--- src/rtl/core/sre_pkg.sv ---
// Shared types, constants and helpers for the signed radix digit emitter.
package sre_pkg;

  // Fixed field widths.
  localparam int NUM_W      = 32;
  localparam int SYM_W      = 8;
  localparam int NUM_SYMS   = 16;
  localparam int SYM_IDX_W  = 4;
  localparam int ALPHA_W    = NUM_SYMS * SYM_W;
  localparam int BASE_W     = 5;
  localparam int CFG_ADDR_W = 2;
  localparam int CFG_DATA_W = 64;

  // The divider retires this many quotient bits per cycle.
  localparam int DIV_BITS_PER_CYC = 8;
  localparam int DIV_CYCLES       = NUM_W / DIV_BITS_PER_CYC;
  localparam int DIV_CNT_W        = $clog2(DIV_CYCLES);

  // Character codes.
  localparam logic [SYM_W-1:0] CHAR_PLUS        = 8'h2B;
  localparam logic [SYM_W-1:0] CHAR_MINUS       = 8'h2D;
  localparam logic [SYM_W-1:0] CHAR_FIRST_PRINT = 8'd33;
  localparam logic [SYM_W-1:0] CHAR_LAST_PRINT  = 8'd126;

  // Configuration register indexes.
  typedef enum logic [CFG_ADDR_W-1:0] {
    REG_BASE_LENGTH   = 2'd0,
    REG_ALPHABET_LOW  = 2'd1,
    REG_ALPHABET_HIGH = 2'd2
  } cfg_reg_t;

  // Status reported by the divider to the sequencer.
  typedef struct packed {
    logic busy;
    logic done;
  } div_status_t;

  // Pick one symbol byte out of the packed alphabet.
  function automatic logic [SYM_W-1:0] symbol_at(input logic [ALPHA_W-1:0] alphabet,
                                                 input logic [SYM_IDX_W-1:0] idx);
    return alphabet[{idx, 3'b000} +: SYM_W];
  endfunction

endpackage

--- src/rtl/core/sre_divider.sv ---
// Iterative restoring divider of a 32-bit word by a small radix.
module sre_divider #(
  parameter int DIG_W = 4
) (
  input  logic                      clk,
  input  logic                      rst_n,
  input  logic                      start,
  input  logic [sre_pkg::NUM_W-1:0] dividend,
  input  logic [DIG_W:0]            divisor,
  output logic [sre_pkg::NUM_W-1:0] quotient,
  output logic [DIG_W-1:0]          remainder,
  output sre_pkg::div_status_t      status
);
  import sre_pkg::*;

  localparam int REM_W = DIG_W + 1;

  logic [NUM_W-1:0]     quo_r, quo_nxt;
  logic [DIG_W-1:0]     rem_r, rem_nxt;
  logic [DIV_CNT_W-1:0] cnt_r;
  logic                 busy_r;
  logic                 done_r;

  // Eight restoring steps per cycle on a narrow partial remainder.
  // The dividend shifts out at the top while quotient bits enter at the bottom.
  always_comb begin
    logic [REM_W-1:0] r;
    logic [NUM_W-1:0] q;
    r = {1'b0, rem_r};
    q = quo_r;
    for (int k = 0; k < DIV_BITS_PER_CYC; k++) begin
      r = {r[DIG_W-1:0], q[NUM_W-1]};
      q = {q[NUM_W-2:0], 1'b0};
      if (r >= divisor) begin
        r    = r - divisor;
        q[0] = 1'b1;
      end
    end
    quo_nxt = q;
    rem_nxt = r[DIG_W-1:0];
  end

  // Control: step counter, busy and a one-cycle done pulse.
  always_ff @(posedge clk) begin
    if (!rst_n) begin
      busy_r <= 1'b0;
      done_r <= 1'b0;
      cnt_r  <= '0;
    end else begin
      done_r <= 1'b0;
      if (start) begin
        busy_r <= 1'b1;
        cnt_r  <= '0;
      end else if (busy_r) begin
        cnt_r <= cnt_r + DIV_CNT_W'(1);
        if (cnt_r == DIV_CNT_W'(DIV_CYCLES - 1)) begin
          busy_r <= 1'b0;
          done_r <= 1'b1;
        end
      end
    end
  end

  // Datapath registers.
  always_ff @(posedge clk) begin
    if (start) begin
      quo_r <= dividend;
      rem_r <= '0;
    end else if (busy_r) begin
      quo_r <= quo_nxt;
      rem_r <= rem_nxt;
    end
  end

  assign quotient    = quo_r;
  assign remainder   = rem_r;
  assign status.busy = busy_r;
  assign status.done = done_r;

endmodule

--- src/rtl/core/signed_radix_digit_emitter.sv ---
// Signed radix digit emitter: renders a signed 32-bit number as text in a configured radix.
// Operation: the alphabet check tests the symbols in use (2 to 16) one after another, then each
// digit comes from the shared divider (4 steps of 8 bits plus a hand-off), then one word
// leaves per cycle while the output side is ready.
// One number is processed at a time; in_tready is high only between numbers.
// Reset (rst_n low, synchronous) clears the configuration registers, the sequencer and the output valid.
module signed_radix_digit_emitter #(
  parameter int MAX_BASE = 16
) (
  input  logic                           clk,
  input  logic                           rst_n,
  // Input stream.
  input  logic                           in_tvalid,
  output logic                           in_tready,
  input  logic [sre_pkg::NUM_W-1:0]      in_tdata,   // [31:0] number
  // Output stream.
  output logic                           out_tvalid,
  input  logic                           out_tready,
  output logic [sre_pkg::SYM_W-1:0]      out_tdata,  // [7:0] symbol
  output logic                           out_tlast,
  // Configuration writes.
  input  logic                           cfg_we,
  input  logic [sre_pkg::CFG_ADDR_W-1:0] cfg_addr,
  input  logic [sre_pkg::CFG_DATA_W-1:0] cfg_wdata
);
  import sre_pkg::*;

  localparam int DIG_W       = $clog2(MAX_BASE);
  localparam int REM_W       = DIG_W + 1;
  localparam int ND_W        = $clog2(NUM_W + 1);
  localparam int STACK_IDX_W = $clog2(NUM_W);

  typedef enum logic [3:0] {
    ST_IDLE   = 4'b0001,
    ST_CHECK  = 4'b0010,
    ST_DIVIDE = 4'b0100,
    ST_EMIT   = 4'b1000
  } state_t;

  // Configuration registers.
  logic [BASE_W-1:0]  base_len_r;
  logic [ALPHA_W-1:0] alpha_r;

  // Sequencer state.
  state_t               state_r, state_nxt;
  logic [SYM_IDX_W-1:0] idx_r, idx_nxt;
  logic [ND_W-1:0]      nd_r, nd_nxt;
  logic                 neg_r, neg_nxt;
  logic                 sign_pend_r, sign_nxt;
  logic [NUM_W-1:0]     mag_r, mag_nxt;

  // Digit stack, filled least significant first and read back in reverse.
  logic [DIG_W-1:0]     stack_r [NUM_W];
  logic [DIG_W-1:0]     top_dig_r;
  logic                 push;

  // Output register.
  logic                 out_valid_r, out_valid_nxt;
  logic [SYM_W-1:0]     out_sym_r, out_sym_nxt;
  logic                 out_last_r, out_last_nxt;
  logic                 out_load;

  // Divider interface.
  logic                 div_start;
  logic [NUM_W-1:0]     div_dividend;
  logic [NUM_W-1:0]     div_quo;
  logic [DIG_W-1:0]     div_rem;
  div_status_t          div_stat;

  // Check and pop helpers.
  logic                 len_ok;
  logic [SYM_W-1:0]     cur_sym;
  logic                 sym_bad;
  logic                 sym_dup;
  logic                 check_last;
  logic [STACK_IDX_W-1:0] top_idx;
  logic [SYM_W-1:0]     pop_sym;
  logic [NUM_W-1:0]     in_mag;

  // Configuration writes; unknown indexes are dropped.
  always_ff @(posedge clk) begin
    if (!rst_n) begin
      base_len_r <= '0;
      alpha_r    <= '0;
    end else if (cfg_we) begin
      unique case (cfg_addr)
        REG_BASE_LENGTH:   base_len_r <= cfg_wdata[BASE_W-1:0];
        REG_ALPHABET_LOW:  alpha_r[CFG_DATA_W-1:0] <= cfg_wdata;
        REG_ALPHABET_HIGH: alpha_r[ALPHA_W-1:CFG_DATA_W] <= cfg_wdata;
        default: ;
      endcase
    end
  end

  // Radix bounds, and the checks on the symbol under test against all later symbols.
  assign len_ok     = (base_len_r >= BASE_W'(2)) && (base_len_r <= BASE_W'(MAX_BASE));
  assign cur_sym    = symbol_at(alpha_r, idx_r);
  assign sym_bad    = (cur_sym < CHAR_FIRST_PRINT) || (cur_sym > CHAR_LAST_PRINT) ||
                      (cur_sym == CHAR_PLUS) || (cur_sym == CHAR_MINUS);
  assign check_last = ({1'b0, idx_r} == base_len_r - BASE_W'(1));

  always_comb begin
    sym_dup = 1'b0;
    for (int j = 0; j < NUM_SYMS; j++) begin
      if ((BASE_W'(j) > {1'b0, idx_r}) && (BASE_W'(j) < base_len_r) &&
          (symbol_at(alpha_r, SYM_IDX_W'(j)) == cur_sym)) begin
        sym_dup = 1'b1;
      end
    end
  end

  // Magnitude of the incoming number as an unsigned word.
  assign in_mag  = in_tdata[NUM_W-1] ? (NUM_W'(0) - in_tdata) : in_tdata;

  // Address of the digit that will be on top after this cycle.
  assign top_idx = STACK_IDX_W'(nd_nxt - ND_W'(1));

  // Top of the digit stack mapped through the alphabet.
  assign pop_sym = symbol_at(alpha_r, SYM_IDX_W'(top_dig_r));

  assign out_load     = !out_valid_r || out_tready;
  assign div_dividend = (state_r == ST_CHECK) ? mag_r : div_quo;

  // Sequencer: check alphabet (a number under a bad one is dropped), divide repeatedly, then emit sign and digits.
  always_comb begin
    state_nxt     = state_r;
    idx_nxt       = idx_r;
    nd_nxt        = nd_r;
    neg_nxt       = neg_r;
    sign_nxt      = sign_pend_r;
    mag_nxt       = mag_r;
    div_start     = 1'b0;
    push          = 1'b0;
    out_valid_nxt = out_valid_r && !out_tready;
    out_sym_nxt   = out_sym_r;
    out_last_nxt  = out_last_r;
    unique case (state_r)
      ST_IDLE: begin
        if (in_tvalid) begin
          neg_nxt   = in_tdata[NUM_W-1];
          mag_nxt   = in_mag;
          idx_nxt   = '0;
          nd_nxt    = '0;
          state_nxt = len_ok ? ST_CHECK : ST_IDLE;
        end
      end
      ST_CHECK: begin
        if (sym_bad || sym_dup) begin
          state_nxt = ST_IDLE;
        end else if (check_last) begin
          div_start = 1'b1;
          state_nxt = ST_DIVIDE;
        end else begin
          idx_nxt = idx_r + SYM_IDX_W'(1);
        end
      end
      ST_DIVIDE: begin
        if (div_stat.done) begin
          push   = 1'b1;
          nd_nxt = nd_r + ND_W'(1);
          if ((div_quo == '0) || (nd_r == ND_W'(NUM_W - 1))) begin
            sign_nxt  = neg_r;
            state_nxt = ST_EMIT;
          end else begin
            div_start = 1'b1;
          end
        end
      end
      ST_EMIT: begin
        if (out_load) begin
          out_valid_nxt = 1'b1;
          if (sign_pend_r) begin
            out_sym_nxt  = CHAR_MINUS;
            out_last_nxt = 1'b0;
            sign_nxt     = 1'b0;
          end else begin
            out_sym_nxt  = pop_sym;
            out_last_nxt = (nd_r == ND_W'(1));
            nd_nxt       = nd_r - ND_W'(1);
            if (nd_r == ND_W'(1)) begin
              state_nxt = ST_IDLE;
            end
          end
        end
      end
      default: state_nxt = ST_IDLE;
    endcase
  end

  // Control registers.
  always_ff @(posedge clk) begin
    if (!rst_n) begin
      state_r     <= ST_IDLE;
      nd_r        <= '0;
      sign_pend_r <= 1'b0;
      out_valid_r <= 1'b0;
    end else begin
      state_r     <= state_nxt;
      nd_r        <= nd_nxt;
      sign_pend_r <= sign_nxt;
      out_valid_r <= out_valid_nxt;
    end
  end

  // Payload registers. The top digit is read ahead; a push forwards the new digit.
  always_ff @(posedge clk) begin
    idx_r      <= idx_nxt;
    neg_r      <= neg_nxt;
    mag_r      <= mag_nxt;
    out_sym_r  <= out_sym_nxt;
    out_last_r <= out_last_nxt;
    if (push) begin
      stack_r[nd_r[STACK_IDX_W-1:0]] <= div_rem;
      top_dig_r <= div_rem;
    end else begin
      top_dig_r <= stack_r[top_idx];
    end
  end

  // Shared divider.
  sre_divider #(
    .DIG_W (DIG_W)
  ) u_div (
    .clk       (clk),
    .rst_n     (rst_n),
    .start     (div_start),
    .dividend  (div_dividend),
    .divisor   (REM_W'(base_len_r)),
    .quotient  (div_quo),
    .remainder (div_rem),
    .status    (div_stat)
  );

  assign in_tready  = (state_r == ST_IDLE);
  assign out_tvalid = out_valid_r;
  assign out_tdata  = out_sym_r;
  assign out_tlast  = out_last_r;

  // The divider is never restarted while a division is running.
  a_start_idle: assert property (@(posedge clk) disable iff (!rst_n)
    div_start |-> !div_stat.busy)
    else $error("divider started while busy");

  // The digit count never exceeds one digit per input bit.
  a_nd_range: assert property (@(posedge clk) disable iff (!rst_n)
    nd_r <= ND_W'(NUM_W))
    else $error("digit count out of range");

  // Popping a digit needs a non-empty stack.
  a_emit_depth: assert property (@(posedge clk) disable iff (!rst_n)
    (state_r == ST_EMIT && !sign_pend_r) |-> (nd_r != '0))
    else $error("emit with empty digit stack");

  // An accepted number goes to the alphabet check or is dropped.
  a_accept_next: assert property (@(posedge clk) disable iff (!rst_n)
    (in_tvalid && in_tready) |=> (state_r == ST_CHECK || state_r == ST_IDLE))
    else $error("unexpected state after accept");

endmodule

--- config.mk ---
export PLATFORM = sky130hd
export DESIGN_NAME = signed_radix_digit_emitter
export DESIGN_NICKNAME = d
export VERILOG_FILES = /design/src/rtl/core/sre_pkg.sv /design/src/rtl/core/sre_divider.sv /design/src/rtl/core/signed_radix_digit_emitter.sv
export SDC_FILE = /design/constraint.sdc
export NUM_CORES = 1
export LEC_CHECK = 0
export BUFFER_PORTS_ARGS = -buffer_cell sky130_fd_sc_hd__buf_2
export CAP_MARGIN = 0
export CELL_PAD_IN_SITES_DETAIL_PLACEMENT = 1
export CELL_PAD_IN_SITES_GLOBAL_PLACEMENT = 1
export CORE_MARGIN = 2
export CORE_UTILIZATION = 40
export CTS_CLUSTER_DIAMETER = 100
export CTS_CLUSTER_SIZE = 16
export DETAILED_ROUTE_END_ITERATION = 7
export GPL_ROUTABILITY_DRIVEN = 1
export PLACE_DENSITY = 0.68
export SLEW_MARGIN = 0
export SYNTH_ARGS = -nofsm -noshare
export SYNTH_HDL_FRONTEND = slang
export SYNTH_HIERARCHICAL = 1
export SYNTH_SLANG_ARGS = --single-unit
--- constraint.sdc ---
create_clock -name clk -period 11.5 [get_ports clk]
set_input_delay 0.575 -clock clk [delete_from_list [all_inputs] [get_ports clk]]
set_output_delay 0.575 -clock clk [all_outputs]
set_load 0.03 [all_outputs]
Yosys cells after proc, flatten, opt, wreduce, memory -nomap -nowiden
Memories as Yosys holds them, arrays and structs flattened. A register that Yosys moved wholly into a read port is not among the register bits.
Cells that the tools add are included.
{"block": "word_totals", "in_bits": 103, "word_cells": 246, "latchBits": 0, "output_inout_bits": 11, "mem_bits_rw": 128, "reg_bits": 231, "n_memories": 1, "romBits": 0}
{"name": "stack_r", "depth": 32, "word_bits": 4, "read_ports": 1, "rd_ports_with_merged_regs": 1, "wr": 1, "line_no": "signed_radix_digit_emitter.sv:53", "source": "logic [DIG_W-1:0] stack_r [NUM_W];"}
{"block": "op_classes", "add_sub_neg": 15, "shifts": 2, "n_mul": 0, "n_reduce_logical": 56, "n_bitwise": 2, "n_eq_ne": 37, "magnitude_cmp": 42, "n_mux": 73, "n_div": 0}
{"cell": "indexed part select 128 x 8 -> 8 bit", "count": 2}
{"cell": "equality test 8 bit", "count": 15}
{"cell": "two-way mux 32 bit", "count": 3}
{"cell": "two-way mux 4 bit", "count": 19}
{"cell": ">= comparator 5 bit", "count": 8}
{"cell": "less-than comparator 4 x 5 -> 1 bit (first input constant)", "count": 8}
{"cell": "two-way mux 1 bit", "count": 40}
{"cell": "> comparator 4 bit (first input constant)", "count": 8}
{"cell": "logical AND 1 bit", "count": 32}
{"cell": "zero test 32 bit", "count": 1}
{"cell": "subtractor 1 x 32 -> 32 bit (first input constant)", "count": 1}
{"cell": "subtractor 4 bit", "count": 8}
{"cell": "two-way mux 31 bit", "count": 1}
{"cell": "two-way mux 6 bit", "count": 4}
{"cell": "less-than comparator 3 x 5 -> 1 bit (first input constant)", "count": 4}
{"cell": "one-hot mux 6 bit (3 select lines)", "count": 1}
{"cell": "equality test 8 x 6 -> 1 bit (second input constant)", "count": 2}
{"cell": "> comparator 3 x 4 -> 1 bit (first input constant)", "count": 4}
{"cell": "one-hot mux 4 bit (4 select lines)", "count": 1}
{"cell": "!= test 2 bit (second input constant)", "count": 7}
{"cell": "AND reduction 2 bit", "count": 6}
{"cell": "less-than comparator 2 x 5 -> 1 bit (first input constant)", "count": 2}
{"cell": "subtractor 5 x 1 -> 5 bit (second input constant)", "count": 2}
{"cell": "> comparator 2 x 4 -> 1 bit (first input constant)", "count": 2}
{"cell": "other kinds (33)", "count": 46}

Longest topological paths before layout
Gate-level depths: netlist of run 1.
{"block": "depth", "word_depth": 23, "depth_mapped": 51, "mapped_depth_nobuf": 51}

Modules after synthesis
The synthesis of run 1 kept the hierarchy.
{"module": "signed_radix_digit_emitter", "instances": 1, "cells_each": 1905, "area_per_inst_um2": 19024.5, "seq_area_each_um2": 8227.9}
{"module": "sre_divider", "instances": 1, "cells_each": 331, "area_per_inst_um2": 3498.4, "seq_area_each_um2": 1121.1}

Worst setup path before layout of run 1
Ideal clock, no wire load.
{"block": "synth_path", "path_type": "register to register", "from": "reg base_len_r[1]", "to": "reg u_div.rem_r[3], in the netlist u_div/remainder[3]", "required_ns": 11.412, "path_buffers": 0, "slack_ns": 0.406, "stages_incl_launch_ff": 48, "t_arrival_ns": 11.006, "period_less_slack_ns": 11.094, "setup_time_ns": 0.088, "path_cell_list": "dfxtp_1 inv_1 ha_1 nor2b_1 o31a_1 or3b_1 a21oi_2 mux2_2 ha_1 o21a_1 o31a_1 o22ai_2 nor3b_1 nor2_1 ha_1 o21a_1 o31ai_1 a311oi_1 [12 not listed] inv_1 ha_1 nor2b_1 o31ai_1 o2bb2ai_1 mux2i_1 ha_1 nor2b_4 o31a_1 o21ai_1 nand2_1 o21ai_0 ha_1 a21o_1 a31oi_1 o21ai_1 a311o_1 a311oi_2"}
{"block": "synth_via", "elab_chain_cells": 21, "word_cells_on_any_way": 90, "classes_between": "9 x add/sub; 23 x order compare; 1 x eq/ne; 26 x mux; 31 x reduce/logical"}
{"item": "from (decl)", "line_no": "signed_radix_digit_emitter.sv:41", "source": "logic [BASE_W-1:0] base_len_r;"}
{"item": "from (signal assigned)", "line_no": "signed_radix_digit_emitter.sv:87", "source": "REG_BASE_LENGTH: base_len_r <= cfg_wdata[BASE_W-1:0];"}
{"item": "parallel branches: the longest is 21 deep, another holds >= comparator 5 bit"}
{"item": "to (signal assigned)", "line_no": "sre_divider.sv:71", "source": "rem_r <= rem_nxt;"}
{"item": "to (decl)", "line_no": "sre_divider.sv:19", "source": "logic [DIG_W-1:0] rem_r, rem_nxt;"}
Several ways; the timed one is not identified.
A chain may end at the register's enable or synchronous reset.

Final worst setup path of run 1
Ends and elaborated chain as after synthesis.

==> flow_summary.ini, run 1 <==
[status]
status = completed

[global_route]
grt_pass1_vias = 18600
grt-ovfl-total = 0
grt_first_pass_wirelength_um = 117000
grt.total_usage_pct = 26.4
antenna_found_initial = 1
grt_max_degree = 81

[placement]
dpl_worst_slack_ns = -0.490
routabilityCongestion = 0.968
io_buffers = 113
place_hpwl_um = 56200

[drt]
drcViolationCount = 0
totalWireLength_um = 77000
drt_iter0_markers = 1444
wire_per_inst_um = 25.2
vias_per_cell = 6.01
num_vias = 18400
firstDrtPassIters = 5
ant_nets = 0

[final_layout]
final_common_cell = nand2_1
layout_common_cells = nand2_1, edfxtp_1, dfxtp_1
nNetsFinal = 2458
fin_util_pct = 44.7
fillerInstances = 6159
drive_gt1_share_pct = 17.0
area_delta_synth_final_pct = 10.1

[die]
initial_core_util_pct = 40.6
io_pins = 114
dieArea_um2 = 58200
die_x_um = 241
die_h_um = 241
core_area_um2 = 55400
fp-row-count = 86

[yosys]
synthCells = 2235
synth_area_per_cell_um2 = 10.1
synth_fp_nets = 2400
synth_area_um2 = 22500
yosysWarnings = 6

[critical_path]
startpoint_type = flip-flop
slowest_stage = or3b_1
crit_fanout = 8
crit_top_cell = ha_1
cp_data_required_time_ns = 12.01
critPathKind = reg -> reg
max_stage_delay_ns = 0.41
critPathCaptureType = flip-flop
arrival_ns = 11.75

[timing]
finalCriticalPeriod_ns = 11.24
tightest_slew_ns = 1.13
max_freq_mhz = 89.0
final.setup.worst_slack_ns = 0.261
hold_violations = 0
setup_viol = 0
fin_skew_ns = 0.0298
slew_viol_final = 0
maxSlewHeadroom_pct = 23.8
period_share_pct = 97.7

[pwr]
power.leakage_nw = 8.93
power_density_nw_per_um2 = 267
max-vdd-ir-drop_v = 0.000471

[cts]
cts.sinks = 364
cts_tree = built
h-tree-depth = 1
clk_latency_ns = 0.61
cts_root_buf = clkbuf_16
cts_buffer_depth = 3
cts.clk_slew.worst_paths_ns = 0.09
cts_inserted_buffers = 26

[worst_hold_path]
hold_class = in -> reg

[run]
drv_cap = 0
-- report_power, final --
group          switching [mW]  total (mW)  internal, mW
logic                    2.24        4.26          2.01
registers              0.0331        1.48          1.44
clock network           0.471       0.895         0.424
total                    2.75        6.63          3.88
-- sequential cells by signal (all words and copies together), names as in the netlist, 2 cells and up, named ones only --
name and count:
idx_r 4, u_div/remainder 4, nd_r 6, base_len_r 5, u_div/cnt_r 2, stack_r 128
out_tdata 8, u_div/quotient 32, alpha_r 128, mag_r 32, state_r 4
-- cell type report --
cell class / count / area [um^2] / area share [%]
antenna: 1 / 2.50 / 0.0101
clock inverter: 1 / 16.3 / 0.0656
multi-input combinational: 1666 / 12500 / 50.5
timing repair buffer: 172 / 1010 / 4.08
tap: 748 / 936 / 3.78
inverter: 63 / 236 / 0.954
sequential: 364 / 9350 / 37.7
clock buffer: 44 / 718 / 2.90
-- worst paths after layout --
path / startpoint / to / slack (ns) / cells after the start
worst min register to register: alpha_r[0] / alpha_r[0] / 0.50 / 2
worst max-delay path: base_len_r[1] / u_div/remainder[3] / 0.26 / 46
worst max register to register: base_len_r[1] / u_div/remainder[3] / 0.26 / 46
worst min-delay path: in_tdata[0] / mag_r[0] / 0.19 / 1
-- critical path, delay by kind of cell (launching register included) --
| kind | cells | cell delay (ns) |
|---|---|---|
| multiplexers | 4 | 1.36 |
| buffers and inverters | 2 | 0.14 |
| AO/OA/AOI/OAI | 25 | 5.66 |
| adder cells (fa/ha/maj) | 8 | 2.35 |
| AND/OR/NAND/NOR | 7 | 1.28 |
| flip-flops | 1 | 0.33 |
-- per-layer routing --
metal | share of wire [%] | up-vias | GRT usage, %
met5 | 0 | - | 0
met4 | 3.7 | 0 | 9.28
met3 | 5.7 | 129 | 2.48
li1 | - | 8357 | -
met1 | 47 | 9325 | 38.9
met2 | 44 | 586 | 40.6
-- metrics by stage --
stage | std cells | area [um^2] | setup TNS (ns) | power, mW | hold slack [ns]
3_3_place_gp | 2993 | 23700 | 0 | 4.41 | 0.475
2_1_floorplan | 2235 | 22500 | 0 | 3.93 | 0.453
4_1_cts | 3040 | 24500 | 0 | 5.55 | 0.157
5_1_grt | 3059 | 24800 | -0.154 | 6.99 | 0.178
3_5_place_dp | 2993 | 23700 | -2.18 | 4.54 | 0.488
6_report | 3059 | 24800 | 0 | 6.63 | 0.189
-- timing repair --
item | 4_1_cts | 5_1_grt
hold buffers | 0 | 0
resized for setup | 6 | 21
pin swaps | 1 | 16
endpoints found under the setup margin | 5 | 5
setup buffers | 2 | 18
(Power assumes the default switching activity.)
==> inputs of run 2 (changes only) <==
--- a/config.mk
+++ b/config.mk
@@ -5,6 +5,7 @@
 export SDC_FILE = /design/constraint.sdc
 export NUM_CORES = 1
 export LEC_CHECK = 0
+export ABC_AREA = 1
 export BUFFER_PORTS_ARGS = -buffer_cell sky130_fd_sc_hd__buf_2
 export CAP_MARGIN = 0
 export CELL_PAD_IN_SITES_DETAIL_PLACEMENT = 1
@@ -15,7 +16,7 @@
 export CTS_CLUSTER_SIZE = 16
 export DETAILED_ROUTE_END_ITERATION = 7
 export GPL_ROUTABILITY_DRIVEN = 1
-export PLACE_DENSITY = 0.68
+export PLACE_DENSITY = 0.72
 export SLEW_MARGIN = 0
 export SYNTH_ARGS = -nofsm -noshare
 export SYNTH_HDL_FRONTEND = slang
==> flow_summary.ini, run 2 <==
[cts]
cts_inserted_buffers = 27
cts.sinks = 364
clk_latency_ns = 0.62
cts.clk_slew.worst_paths_ns = 0.07
cts_root_buf = clkbuf_16
h-tree-depth = 1
cts_tree = built
cts_buffer_depth = 3

[timing]
max_freq_mhz = 95.3
tightest_slew_ns = 1.07
period_share_pct = 91.2
fin_skew_ns = 0.0317
setup_viol = 0
rsz0062_at_grt = false
finalCriticalPeriod_ns = 10.49
maxSlewHeadroom_pct = 28.4
slew_viol_final = 0
hold_violations = 0
finalSetupTns_ns = 0

[global_route]
grt_first_pass_wirelength_um = 123000
use_met3_pct = 6.36
antenna_found_initial = 0
use_met2_pct = 45.2
grt_max_degree = 93
grt-ovfl-total = 0
grt.total_usage_pct = 28.2
gr-usage-met1_pct = 38.1
busiest_layer = met2
grt_pass1_vias = 21000

[critical_path]
cp_num_buf_inv = 11
slowest_stage = dfxtp_1
reg2reg_slack_ns = 1.01
critPathCaptureType = flip-flop
critical_path.top_delay_family = simple AND/OR/NAND/NOR gates
r2r_end = u_div/quotient[0]
startpoint_type = flip-flop
cp_data_required_time_ns = 11.83
crit_fanout = 8
max_stage_delay_ns = 0.55
critPathKind = reg -> reg
crit_top_cell = nand2_1
arrival_ns = 10.81
timing.rr.start = base_len_r[2]
worstRegToRegCells = 63

[drt]
firstDrtPassIters = 5
wire_per_inst_um = 22.0
drt_iter0_markers = 1378
vias_per_cell = 5.59
num_vias = 20600
drcViolationCount = 0
ant_nets = 0
totalWireLength_um = 81200

[die]
die_x_um = 238
initial_core_util_pct = 40.6
dieArea_um2 = 56700
fp-row-count = 85
core_area_um2 = 54000
die_h_um = 238
io_pins = 114

[placement]
routabilityCongestion = 0.963
place_hpwl_um = 58500
io_buffers = 113

[yosys]
synthCells = 2942
synth_fp_nets = 3107
yosysWarnings = 6
synth_area_per_cell_um2 = 7.45
synth_area_um2 = 21900

[worst_hold_path]
whs_path_depth = 1
min_delay_worst_endpoint = mag_r[0]
min_from = in_tdata[0]
hold_class = in -> reg

[final_layout]
drive_gt1_share_pct = 8.83
fillerInstances = 6738
nNetsFinal = 3137
layout_common_cells = nand2_1, nor2_1, o21ai_0
area_delta_synth_final_pct = 8.27
final_common_cell = nand2_1

[status]
status = completed

[run]
drv_cap = 0
run 2: cell type report:
class	instances	area (um^2)	share of cell area [%]
clock buffers	44	739	3.12
diodes	1	2.50	0.0105
flip-flops and latches	364	9350	39.4
multi-input cells	2160	10800	45.7
repair buffers	148	831	3.50
inverters	271	1030	4.34
well taps	696	871	3.67
clock inverters	4	73.8	0.311
run 2: worst max-delay path by stage:
stage / start / end / slack, ns / cells after the start
3_3_place_gp: base_len_r[1] / u_div/quotient[0] / 1.68 / 63
2_1_floorplan: base_len_r[1] / u_div/remainder[0] / 2.50 / 65
3_5_place_dp: base_len_r[1] / u_div/quotient[0] / 1.06 / 63
4_1_cts: base_len_r[1] / u_div/quotient[0] / 1.01 / 63
6_report: base_len_r[2] / u_div/quotient[0] / 1.01 / 63
5_1_grt: base_len_r[2] / u_div/quotient[0] / 0.05 / 64
run 2: worst register-to-register path: cells and delay by family, from the launching register on:
kind            cells  cell delay, ns
compound gates      9            1.75
fa+ha+maj           8            2.55
buf+inv            11            1.17
flops               1            0.55
simple gates       35            4.19
run 2: repair_timing:
action,CTS,global route
hold buffers,0,0
setup endpoints to repair,0,2
buffers inserted,0,8
gates resized for setup,0,2
run 2: through the flow:
| step | worst slack [ns] | util, % | instances | hold slack [ns] | cell area (um^2) |
|---|---|---|---|---|---|
| finish | 1.01 | 43.9 | 3688 | 0.188 | 23700 |
| global route | 0.0461 | 43.9 | 3687 | 0.183 | 23700 |
| CTS | 1.01 | 43.8 | 3679 | 0.166 | 23700 |
| detailed placement | 1.06 | 42.3 | 3631 | 0.476 | 22900 |
| global placement | 1.68 | 42.3 | 3631 | 0.455 | 22900 |
| floorplan | 2.50 | - | 2942 | 0.440 | 21900 |
run 2: per-layer routing:
layer	wire length, um	vias to the layer above
li1	-	9806
met2	36600	585
met1	36400	10100
met5	0	-
met4	2350	0
met3	5850	121
Power of run 2 is left out: the tool's default activity adds up to more than one toggle a clock period on the data nets, which glitch-free logic cannot reach.
